<file path="config.mk">
export PLATFORM = sky130hd
export DESIGN_NAME = bitmap_slot_allocator
export DESIGN_NICKNAME = d
export VERILOG_FILES = /design/src/hw/rtl/bsa_pkg.sv /design/src/hw/rtl/bsa_ctrl.sv /design/src/hw/rtl/bsa_datapath.sv /design/src/hw/rtl/bitmap_slot_allocator.sv
export SDC_FILE = /design/constraint.sdc
export NUM_CORES = 1
export LEC_CHECK = 0
export ABC_CLOCK_PERIOD_IN_PS = 14400
export BUFFER_PORTS_ARGS = -buffer_cell sky130_fd_sc_hd__clkbuf_2
export CAP_MARGIN = 20
export CORE_MARGIN = 8
export CORE_UTILIZATION = 43
export DETAILED_ROUTE_END_ITERATION = 10
export PLACE_DENSITY_LB_ADDON = 0.2
export SETUP_SLACK_MARGIN = 0.2
export SLEW_MARGIN = 5
export SYNTH_ARGS = -nofsm -noshare
export SYNTH_HDL_FRONTEND = slang
export SYNTH_SLANG_ARGS = --single-unit
</file>
<file path="constraint.sdc">
create_clock -name i_clk -period 14.4 [get_ports i_clk]
set_input_delay 1.44 -clock i_clk [delete_from_list [all_inputs] [get_ports i_clk]]
set_output_delay 1.44 -clock i_clk [all_outputs]
set_load 0.02 [all_outputs]
</file>
<file path="src/hw/rtl/bsa_pkg.sv">
package bsa_pkg;

    // Region geometry
    localparam int CELL_COUNT   = 256;
    localparam int HEADER_BYTES = 40;
    localparam int WORD_BITS    = 32;
    localparam int WORD_COUNT   = (CELL_COUNT + WORD_BITS - 1) / WORD_BITS;
    localparam int IDX_W        = $clog2(CELL_COUNT);
    localparam int WORD_W       = (WORD_COUNT > 1) ? $clog2(WORD_COUNT) : 1;
    localparam int BIT_W        = $clog2(WORD_BITS);
    localparam int CNT_W        = $clog2(IDX_W);

    // Field and register widths
    localparam int ES_W     = 16;
    localparam int RSV_W    = 24;
    localparam int OFF_W    = 32;
    localparam int CIDX_W   = 8;
    localparam int STAT_W   = 2;
    localparam int BASE_W   = RSV_W + 1;
    localparam int SPAN_W   = ES_W + IDX_W;
    localparam int PROD_W   = ES_W + IDX_W;
    localparam int CFG_IDX_W = 2;
    localparam int CFG_DAT_W = 32;

    // Cells past the end of the last word read as busy
    localparam int LAST_BITS = CELL_COUNT - WORD_BITS * (WORD_COUNT - 1);
    localparam logic [WORD_BITS:0]   LAST_ONE = (WORD_BITS + 1)'(1) << LAST_BITS;
    localparam logic [WORD_BITS-1:0] PAD_MASK = ~(LAST_ONE[WORD_BITS-1:0] - 1'b1);

    // Result status codes
    localparam logic [STAT_W-1:0] ST_OK    = 2'd0;
    localparam logic [STAT_W-1:0] ST_FULL  = 2'd1;
    localparam logic [STAT_W-1:0] ST_RANGE = 2'd2;

    // Request actions
    localparam logic ACT_ALLOC = 1'b0;
    localparam logic ACT_FREE  = 1'b1;

    // Configuration register indexes
    localparam logic [CFG_IDX_W-1:0] CFG_ELEMENT_SIZE   = 2'd0;
    localparam logic [CFG_IDX_W-1:0] CFG_RESERVED_BYTES = 2'd1;

    // Controller states
    typedef enum logic [7:0] {
        S_IDLE = 8'b0000_0001,
        S_SCAN = 8'b0000_0010,
        S_MUL  = 8'b0000_0100,
        S_ADD  = 8'b0000_1000,
        S_SUB  = 8'b0001_0000,
        S_CHK  = 8'b0010_0000,
        S_DIV  = 8'b0100_0000,
        S_CLR  = 8'b1000_0000
    } t_state;

    // Controller to datapath commands
    typedef struct packed {
        logic load;
        logic scan_next;
        logic mark;
        logic mul;
        logic sub;
        logic div_step;
        logic clear;
        logic emit_alloc;
        logic emit_full;
        logic emit_range;
        logic emit_free;
    } t_cmd;

    // Datapath to controller status
    typedef struct packed {
        logic word_free;
        logic last_word;
        logic below_base;
        logic zero_size;
        logic over_range;
        logic div_last;
    } t_sts;

endpackage

</file>
<file path="src/hw/rtl/bsa_ctrl.sv">
module bsa_ctrl import bsa_pkg::*; (
    input  logic i_clk,
    input  logic i_rst_n,
    input  logic start,
    input  logic i_action,
    input  t_sts i_sts,
    output t_cmd o_cmd,
    output logic busy
);

    t_state r_state;
    t_state n_state;

    // Next state and commands
    always_comb begin
        n_state = r_state;
        o_cmd   = '0;
        case (r_state)
            S_IDLE: begin
                if (start) begin
                    o_cmd.load = 1'b1;
                    n_state    = (i_action == ACT_FREE) ? S_SUB : S_SCAN;
                end
            end
            S_SCAN: begin
                if (i_sts.word_free) begin
                    o_cmd.mark = 1'b1;
                    n_state    = S_MUL;
                end else if (i_sts.last_word) begin
                    o_cmd.emit_full = 1'b1;
                    n_state         = S_IDLE;
                end else begin
                    o_cmd.scan_next = 1'b1;
                end
            end
            S_MUL: begin
                o_cmd.mul = 1'b1;
                n_state   = S_ADD;
            end
            S_ADD: begin
                o_cmd.emit_alloc = 1'b1;
                n_state          = S_IDLE;
            end
            S_SUB: begin
                if (i_sts.zero_size || i_sts.below_base) begin
                    o_cmd.emit_range = 1'b1;
                    n_state          = S_IDLE;
                end else begin
                    o_cmd.sub = 1'b1;
                    n_state   = S_CHK;
                end
            end
            S_CHK: begin
                if (i_sts.over_range) begin
                    o_cmd.emit_range = 1'b1;
                    n_state          = S_IDLE;
                end else begin
                    n_state = S_DIV;
                end
            end
            S_DIV: begin
                o_cmd.div_step = 1'b1;
                if (i_sts.div_last) begin
                    n_state = S_CLR;
                end
            end
            S_CLR: begin
                o_cmd.clear     = 1'b1;
                o_cmd.emit_free = 1'b1;
                n_state         = S_IDLE;
            end
            default: begin
                n_state = S_IDLE;
            end
        endcase
    end

    // State register
    always_ff @(posedge i_clk) begin
        if (!i_rst_n) begin
            r_state <= S_IDLE;
        end else begin
            r_state <= n_state;
        end
    end

    assign busy = (r_state != S_IDLE);

    a_accept_leaves_idle: assert property (@(posedge i_clk) disable iff (!i_rst_n)
        start && !busy |=> busy)
        else $error("accepted request did not leave idle");

    a_single_emit: assert property (@(posedge i_clk) disable iff (!i_rst_n)
        $onehot0({o_cmd.emit_alloc, o_cmd.emit_full, o_cmd.emit_range, o_cmd.emit_free}))
        else $error("more than one result emitted in a cycle");

endmodule

</file>
<file path="src/hw/rtl/bsa_datapath.sv">
module bsa_datapath import bsa_pkg::*; (
    input  logic                 i_clk,
    input  logic                 i_rst_n,
    input  t_cmd                 i_cmd,
    output t_sts                 o_sts,
    input  logic                 i_cfg_valid,
    output logic                 o_cfg_ready,
    input  logic [CFG_IDX_W-1:0] i_cfg_index,
    input  logic [CFG_DAT_W-1:0] i_cfg_data,
    input  logic [OFF_W-1:0]     i_free_offset,
    output logic                 o_valid,
    output logic [STAT_W-1:0]    o_status,
    output logic [OFF_W-1:0]     o_cell_offset,
    output logic [CIDX_W-1:0]    o_cell_index
);

    // Lowest clear bit of a word
    function automatic logic [BIT_W-1:0] first_zero(input logic [WORD_BITS-1:0] word);
        logic [BIT_W-1:0] pos;
        pos = '0;
        for (int i = WORD_BITS - 1; i >= 0; i--) begin
            if (!word[i]) begin
                pos = BIT_W'(i);
            end
        end
        return pos;
    endfunction

    logic [ES_W-1:0]      r_elem_size;
    logic [RSV_W-1:0]     r_rsv;
    logic [WORD_BITS-1:0] r_bitmap [WORD_COUNT];
    logic [WORD_W-1:0]    r_widx;
    logic [OFF_W-1:0]     r_off;
    logic [OFF_W-1:0]     r_rem;
    logic [IDX_W-1:0]     r_idx;
    logic [IDX_W-1:0]     r_q;
    logic [CNT_W-1:0]     r_cnt;
    logic [PROD_W-1:0]    r_prod;
    logic                 r_valid;
    logic [STAT_W-1:0]    r_status;
    logic [OFF_W-1:0]     r_cell_off;
    logic [IDX_W-1:0]     r_cell_idx;

    logic [BASE_W-1:0]    base;
    logic [SPAN_W-1:0]    span;
    logic [SPAN_W-1:0]    dsh;
    logic                 div_ge;
    logic [WORD_W-1:0]    rd_addr;
    logic [WORD_BITS-1:0] rd_word;
    logic [WORD_BITS-1:0] eff_word;
    logic [BIT_W-1:0]     free_bit;
    logic [WORD_W-1:0]    q_word;
    logic [BIT_W-1:0]     q_bit;
    logic [WORD_W-1:0]    idx_word;
    logic [BIT_W-1:0]     idx_bit;
    logic                 emit_any;

    assign o_cfg_ready = 1'b1;

    // Cell area start and byte span of all cells
    assign base = BASE_W'(HEADER_BYTES) + BASE_W'(r_rsv);
    assign span = SPAN_W'(r_elem_size) * SPAN_W'(CELL_COUNT);

    // Bitmap read port: scan word, or the word holding the freed cell
    assign q_word   = WORD_W'(r_q >> BIT_W);
    assign q_bit    = BIT_W'(r_q);
    assign idx_word = WORD_W'(r_idx >> BIT_W);
    assign idx_bit  = BIT_W'(r_idx);
    assign rd_addr  = i_cmd.clear ? q_word : r_widx;
    assign rd_word  = r_bitmap[rd_addr];
    assign eff_word = (r_widx == WORD_W'(WORD_COUNT - 1)) ? (rd_word | PAD_MASK) : rd_word;
    assign free_bit = first_zero(eff_word);

    // Divider trial subtract for the current quotient bit
    assign dsh    = SPAN_W'(r_elem_size) << r_cnt;
    assign div_ge = (r_rem[SPAN_W-1:0] >= dsh);

    // Status to the controller
    assign o_sts.word_free  = ~&eff_word;
    assign o_sts.last_word  = (r_widx == WORD_W'(WORD_COUNT - 1));
    assign o_sts.below_base = (r_off < OFF_W'(base));
    assign o_sts.zero_size  = (r_elem_size == '0);
    assign o_sts.over_range = (r_rem >= OFF_W'(span));
    assign o_sts.div_last   = (r_cnt == '0);

    assign emit_any = i_cmd.emit_alloc | i_cmd.emit_full | i_cmd.emit_range | i_cmd.emit_free;

    // Configuration registers
    always_ff @(posedge i_clk) begin
        if (!i_rst_n) begin
            r_elem_size <= ES_W'(1);
            r_rsv       <= '0;
        end else if (i_cfg_valid && o_cfg_ready) begin
            case (i_cfg_index)
                CFG_ELEMENT_SIZE:   r_elem_size <= i_cfg_data[ES_W-1:0];
                CFG_RESERVED_BYTES: r_rsv       <= i_cfg_data[RSV_W-1:0];
                default: ;
            endcase
        end
    end

    // Occupancy bitmap: set on allocate, clear on free
    always_ff @(posedge i_clk) begin
        if (!i_rst_n) begin
            for (int w = 0; w < WORD_COUNT; w++) begin
                r_bitmap[w] <= '0;
            end
        end else if (i_cmd.mark) begin
            r_bitmap[rd_addr] <= rd_word | (WORD_BITS'(1) << free_bit);
        end else if (i_cmd.clear) begin
            r_bitmap[rd_addr] <= rd_word & ~(WORD_BITS'(1) << q_bit);
        end
    end

    // Working registers: scan pointer, offset, product, divider
    always_ff @(posedge i_clk) begin
        if (i_cmd.load) begin
            r_widx <= '0;
            r_off  <= i_free_offset;
            r_cnt  <= CNT_W'(IDX_W - 1);
            r_q    <= '0;
        end
        if (i_cmd.scan_next) begin
            r_widx <= r_widx + 1'b1;
        end
        if (i_cmd.mark) begin
            r_idx <= IDX_W'({r_widx, free_bit});
        end
        if (i_cmd.mul) begin
            r_prod <= PROD_W'(r_idx) * PROD_W'(r_elem_size);
        end
        if (i_cmd.sub) begin
            r_rem <= r_off - OFF_W'(base);
        end
        if (i_cmd.div_step) begin
            if (div_ge) begin
                r_rem <= r_rem - OFF_W'(dsh);
            end
            r_q   <= {r_q[IDX_W-2:0], div_ge};
            r_cnt <= r_cnt - 1'b1;
        end
    end

    // Result strobe
    always_ff @(posedge i_clk) begin
        if (!i_rst_n) begin
            r_valid <= 1'b0;
        end else begin
            r_valid <= emit_any;
        end
    end

    // Result payload
    always_ff @(posedge i_clk) begin
        if (i_cmd.emit_alloc) begin
            r_status   <= ST_OK;
            r_cell_off <= OFF_W'(base) + OFF_W'(r_prod);
            r_cell_idx <= r_idx;
        end else if (i_cmd.emit_free) begin
            r_status   <= ST_OK;
            r_cell_off <= '0;
            r_cell_idx <= r_q;
        end else if (i_cmd.emit_full) begin
            r_status   <= ST_FULL;
            r_cell_off <= '0;
            r_cell_idx <= '0;
        end else if (i_cmd.emit_range) begin
            r_status   <= ST_RANGE;
            r_cell_off <= '0;
            r_cell_idx <= '0;
        end
    end

    assign o_valid       = r_valid;
    assign o_status      = r_status;
    assign o_cell_offset = r_cell_off;
    assign o_cell_index  = CIDX_W'(r_cell_idx);

    a_div_bound: assert property (@(posedge i_clk) disable iff (!i_rst_n)
        i_cmd.div_step |-> (r_rem < OFF_W'(span)))
        else $error("divider remainder out of bound");

    a_mark_sets_bit: assert property (@(posedge i_clk) disable iff (!i_rst_n)
        i_cmd.mark |=> r_bitmap[idx_word][idx_bit])
        else $error("allocated cell not marked busy");

    a_strobe_source: assert property (@(posedge i_clk) disable iff (!i_rst_n)
        o_valid |-> $past(emit_any))
        else $error("result strobe without emit");

endmodule

</file>
<file path="src/hw/rtl/bitmap_slot_allocator.sv">
// Request flow: allocate scans the bitmap word by word, then multiplies and adds; a
// full map is reported after the last word; free runs an eight-step restoring
// divider by element size; an out-of-range free is rejected before the divider.
// One request at a time; a new request is taken in the cycle the result is shown.
// The receiver cannot stall: each result is flagged by o_valid for one cycle only.
// Synchronous active-low reset clears the bitmap (all cells free) and resets the config.
module bitmap_slot_allocator import bsa_pkg::*; (
    input  logic                 i_clk,
    input  logic                 i_rst_n,
    input  logic                 start,
    output logic                 busy,
    input  logic                 i_action,
    input  logic [OFF_W-1:0]     i_free_offset,
    input  logic                 i_cfg_valid,
    output logic                 o_cfg_ready,
    input  logic [CFG_IDX_W-1:0] i_cfg_index,
    input  logic [CFG_DAT_W-1:0] i_cfg_data,
    output logic                 o_valid,
    output logic [STAT_W-1:0]    o_status,
    output logic [OFF_W-1:0]     o_cell_offset,
    output logic [CIDX_W-1:0]    o_cell_index
);

    t_cmd cmd;
    t_sts sts;

    // Sequence each request
    bsa_ctrl u_ctrl (
        .i_clk    (i_clk),
        .i_rst_n  (i_rst_n),
        .start    (start),
        .i_action (i_action),
        .i_sts    (sts),
        .o_cmd    (cmd),
        .busy     (busy)
    );

    // Bitmap, arithmetic and result registers
    bsa_datapath u_dp (
        .i_clk         (i_clk),
        .i_rst_n       (i_rst_n),
        .i_cmd         (cmd),
        .o_sts         (sts),
        .i_cfg_valid   (i_cfg_valid),
        .o_cfg_ready   (o_cfg_ready),
        .i_cfg_index   (i_cfg_index),
        .i_cfg_data    (i_cfg_data),
        .i_free_offset (i_free_offset),
        .o_valid       (o_valid),
        .o_status      (o_status),
        .o_cell_offset (o_cell_offset),
        .o_cell_index  (o_cell_index)
    );

endmodule
</file>
==> impl_metrics.tcl <==
set metrics [dict create \
    core-area_um2 68500 \
    worstMarginPinSlew_ns 1.15 \
    wl_per_cell_um 25.1 \
    cts_buffers 53 \
    timing.final.crit_period_ns 6.94 \
    seq_area_frac_synth_pct 42.8 \
    outcome "finished clean" \
    antenna_found_initial 1 \
    stdcell_area_um2 33000 \
    synthTopCellsByArea "edfxtp_1 37%, fa_1 5.9%, ha_1 5.8%" \
    synth_area_um2 29700 \
    path_depth 14 \
    path_cells "or4_4 -> o21ai_2 -> nand2_1 -> buf_4 -> a32o_1 -> a221oi_1 -> nor4_1 -> nand4b_1 -> o21bai_1 -> a211oi_1 -> nand2_1 -> buf_4 -> nand2_2 -> buf_4" \
    ys_ff_latch 451 \
    max_freq_mhz 144 \
    cts_root_buf "clkbuf_16" \
    synth_warnings 0 \
    fin_util_pct 48.2 \
    synth.avg_cell_area_um2 10.1 \
    first_global_vias 23600 \
    diodes 0 \
    ys.flop_type "edfxtp_1" \
    end_kind "register" \
    finalSetupTns_ns 0 \
    drc 0 \
    firstDrtPassIters 6 \
    setup_violations 0 \
    seqCellArea_um2 12700 \
    track_usage_pct 24.5 \
    p_sw_mw 1.24 \
    clk_latency_ns 0.65 \
    power_frac_seq_pct 40.2 \
    place_ws_ns 7.62 \
    multi_input_area_um2 15700 \
    total_power_mw 3.91 \
    reg2reg_to "u_dp.r_bitmap[3][18]$_SDFFCE_PN0P_" \
    netlist_instances 2946 \
    fin_worst_skew_ns 0.0685 \
    io_pins 116 \
    vias 23900 \
    dieArea_um2 77700 \
    highest_layer "met5" \
    peakVddDrop_mv 0.103 \
    hold_class "reg -> reg" \
    drt-met1-wl_um 40800 \
    crit_start "u_ctrl.r_state[2]$_SDFFE_PN0P_" \
    finalMaxSlewViolations 0 \
    start_util_pct 43.4 \
    ff2ff_path_depth 14 \
    vias_per_cell 6.07 \
    globalplace.congestion 0.958 \
    cts_tree "built" \
    cts_resized 0 \
    wl_met3_um 6910 \
    fin_cells 3931 \
    synthArstFlopShare_pct 0 \
    hold_slack_ns 0.460 \
    power_density_nw_per_um2 118 \
    ctsHoldBuffers 0 \
    area_growth_pct 11.2 \
    clock-sinks 451 \
    synth_edf_count 368 \
    required_ns 14.68 \
    fp.dieH_um 279 \
    r2r_start "u_ctrl.r_state[2]$_SDFFE_PN0P_" \
    drtIter0Drc 1959 \
    yosys.area.top_type_share_pct 37.2 \
    rows 96 \
    final_nets 3300 \
    cts_max_path_buffers 3 \
    met2_length_um 46400 \
    setup_ws_ns 7.46 \
    startpoint_type "register" \
    power.leakage_nw 12.9 \
    critical_path.most_common_cell "buf_4" \
    crit_path_max_incr_delay_ns 0.75 \
    layout-drive-gt1-share_pct 13.2 \
    die_w_um 279 \
    crit_arrival_ns 7.22 \
    intPower_mw 2.66 \
    path_clk_slew_ns 0.06 \
    hold_violations 0 \
    place_area_um2 31100 \
    pwr-share-clk_pct 36.1 \
    grt_pass1_wl_um 147000 \
    critical_path_class "reg -> reg" \
    cts_max_level 2 \
    hpwl_um 67600 \
    crit_family "simple AND/OR/NAND/NOR gates" \
    critPathSlowestCell "or4_4" \
    cp_max_fo 33 \
    reg2reg_slack_ns 7.46 \
    pwr-share-comb_pct 23.7 \
    fillerInstances 6325 \
    slew-limit-headroom_pct 23.4 \
    postCtsSetupRepairBufs 0 \
    gr-total-overflow 0 \
    fin_crit_sh_pct 48.2 \
    ant_nets 0 \
    synth_top_area_cell "edfxtp_1" \
    wl_um 98500 \
    cp.buffers_inverters 3 \
    yosysUniqueCellTypes 103 \
    portBuffers 100 \
    p_sw_share_pct 31.8 \
    endpoint "u_dp.r_bitmap[3][18]$_SDFFCE_PN0P_" \
    grt_max_degree 47 \
    place_inst 3827 \
    cap_violations 0 \
    rsz0062_at_grt "no" \
]
[synthesized netlist by cell type (all sizes together), types with 17 or more instances]
cell	count
edfxtp	368
nor2	365
nand2	287
a21oi	196
inv	172
ha	137
clkbuf	96
o21ai	91
and2	87
fa	87
dfxtp	83
nor3	69
buf	65
mux2i	57
xnor2	55
nand3	51
nand2b	46
a22oi	43
xor2	39
mux2	38
mux4	35
a211oi	34
a21o	34
a31oi	32
and3	27
or3	27
a221oi	25
nor2b	18
nor4	18
o21a	17
[worst register-to-register path: cells and delay by family, from the launching register on]
family / cells / cell delay [ns]
buffers and inverters: 3 / 1.27
AO/OA/AOI/OAI: 5 / 2.36
flip-flops: 1 / 0.37
AND/OR/NAND/NOR: 6 / 2.57
[area by class of cell]
type	instances	share of cell area, %
Sequential cell	451	38.5
Clock inverter	35	1.17
Timing Repair Buffer	160	3.14
Inverter	173	1.97
Multi-Input combinational cell	2166	47.6
Clock buffer	64	4.34
Tap cell	882	3.34
[power groups by stage]
stage / sequential, mW / combinational (mW) / clock [mW]
after global routing: 1.58 / 1.02 / 1.48
after detailed placement: 1.59 / 0.910 / 0
final: 1.57 / 0.927 / 1.41
after global placement: 1.59 / 0.893 / 0
after floorplan: 1.56 / 0.668 / 0
after CTS: 1.57 / 0.916 / 1.43
[kinds of logic (layout without fill, tap and decap cells)]
kind of cell | count (synthesis) | after routing | synth area share [%]
adders and majority gates | 224 | 224 | 11.6
other | 2 | 7 | 0.0253
muxes | 130 | 130 | 6.02
and+or+nand+nor | 1062 | 1062 | 17.1
buffers and inverters | 334 | 432 | 4.58
AOI/OAI and AO/OA | 649 | 649 | 15.1
DFF | 451 | 451 | 42.8
xor gates and xnor gates | 94 | 94 | 2.77
[registers in the layout, indices dropped and copies added (netlist names), 2 cells and up]
| name | count |
|---|---|
| u_dp.o_cell_index | 8 |
| u_dp.r_rsv | 24 |
| u_dp.r_cnt | 3 |
| u_dp.r_off | 32 |
| u_dp.o_status | 2 |
| u_dp.r_rem | 32 |
| u_ctrl.r_state | 8 |
| u_dp.r_bitmap | 256 |
| u_dp.r_prod | 24 |
| u_dp.r_widx | 3 |
| u_dp.o_cell_offset | 26 |
| u_dp.r_elem_size | 16 |
| u_dp.r_idx | 8 |
| u_dp.r_q | 8 |
[cells in the final DEF (no fill, tap or decap), types with 35 or more instances in the layout]
cell / synthesis / routed
edfxtp_1: 368 / 368
nor2_1: 363 / 361
nand2_1: 287 / 279
a21oi_1: 194 / 194
inv_1: 170 / 170
ha_1: 137 / 137
clkbuf_2: 0 / 100
fa_1: 87 / 87
and2_1: 85 / 85
o21ai_0: 85 / 85
dfxtp_1: 83 / 83
nor3_1: 64 / 63
mux2i_1: 57 / 57
xnor2_1: 55 / 55
clkbuf_16: 0 / 55
buf_4: 14 / 52
nand3_1: 51 / 50
nand2b_1: 46 / 46
a22oi_1: 41 / 41
xor2_1: 39 / 39
mux2_2: 38 / 38
mux4_2: 35 / 35
[worst min path at each step]
stage | start | end | cells after the start
after floorplan | u_dp.r_rsv[23]$_SDFFE_PN0P_ | u_dp.r_rsv[23]$_SDFFE_PN0P_ | 2
after global placement | u_dp.r_rsv[23]$_SDFFE_PN0P_ | u_dp.r_rsv[23]$_SDFFE_PN0P_ | 2
after detailed placement | u_dp.o_status[0]$_SDFFE_PP0P_ | u_dp.o_status[0]$_SDFFE_PP0P_ | 2
after CTS | u_dp.o_status[0]$_SDFFE_PP0P_ | u_dp.o_status[0]$_SDFFE_PP0P_ | 2
after global routing | u_dp.r_rsv[4]$_SDFFE_PN0P_ | u_dp.r_rsv[4]$_SDFFE_PN0P_ | 2
final | u_dp.o_status[0]$_SDFFE_PP0P_ | u_dp.o_status[0]$_SDFFE_PP0P_ | 2
[routing by layer]
| metal | vias up | GRT usage (%) |
|---|---|---|
| met3 | 216 | 3.46 |
| met4 | 2 | 9.95 |
| met5 | - | 0 |
| li1 | 10800 | - |
| met2 | 993 | 41.1 |
| met1 | 11900 | 31.7 |
No activity file was read; power rests on OpenSTA's default activity.
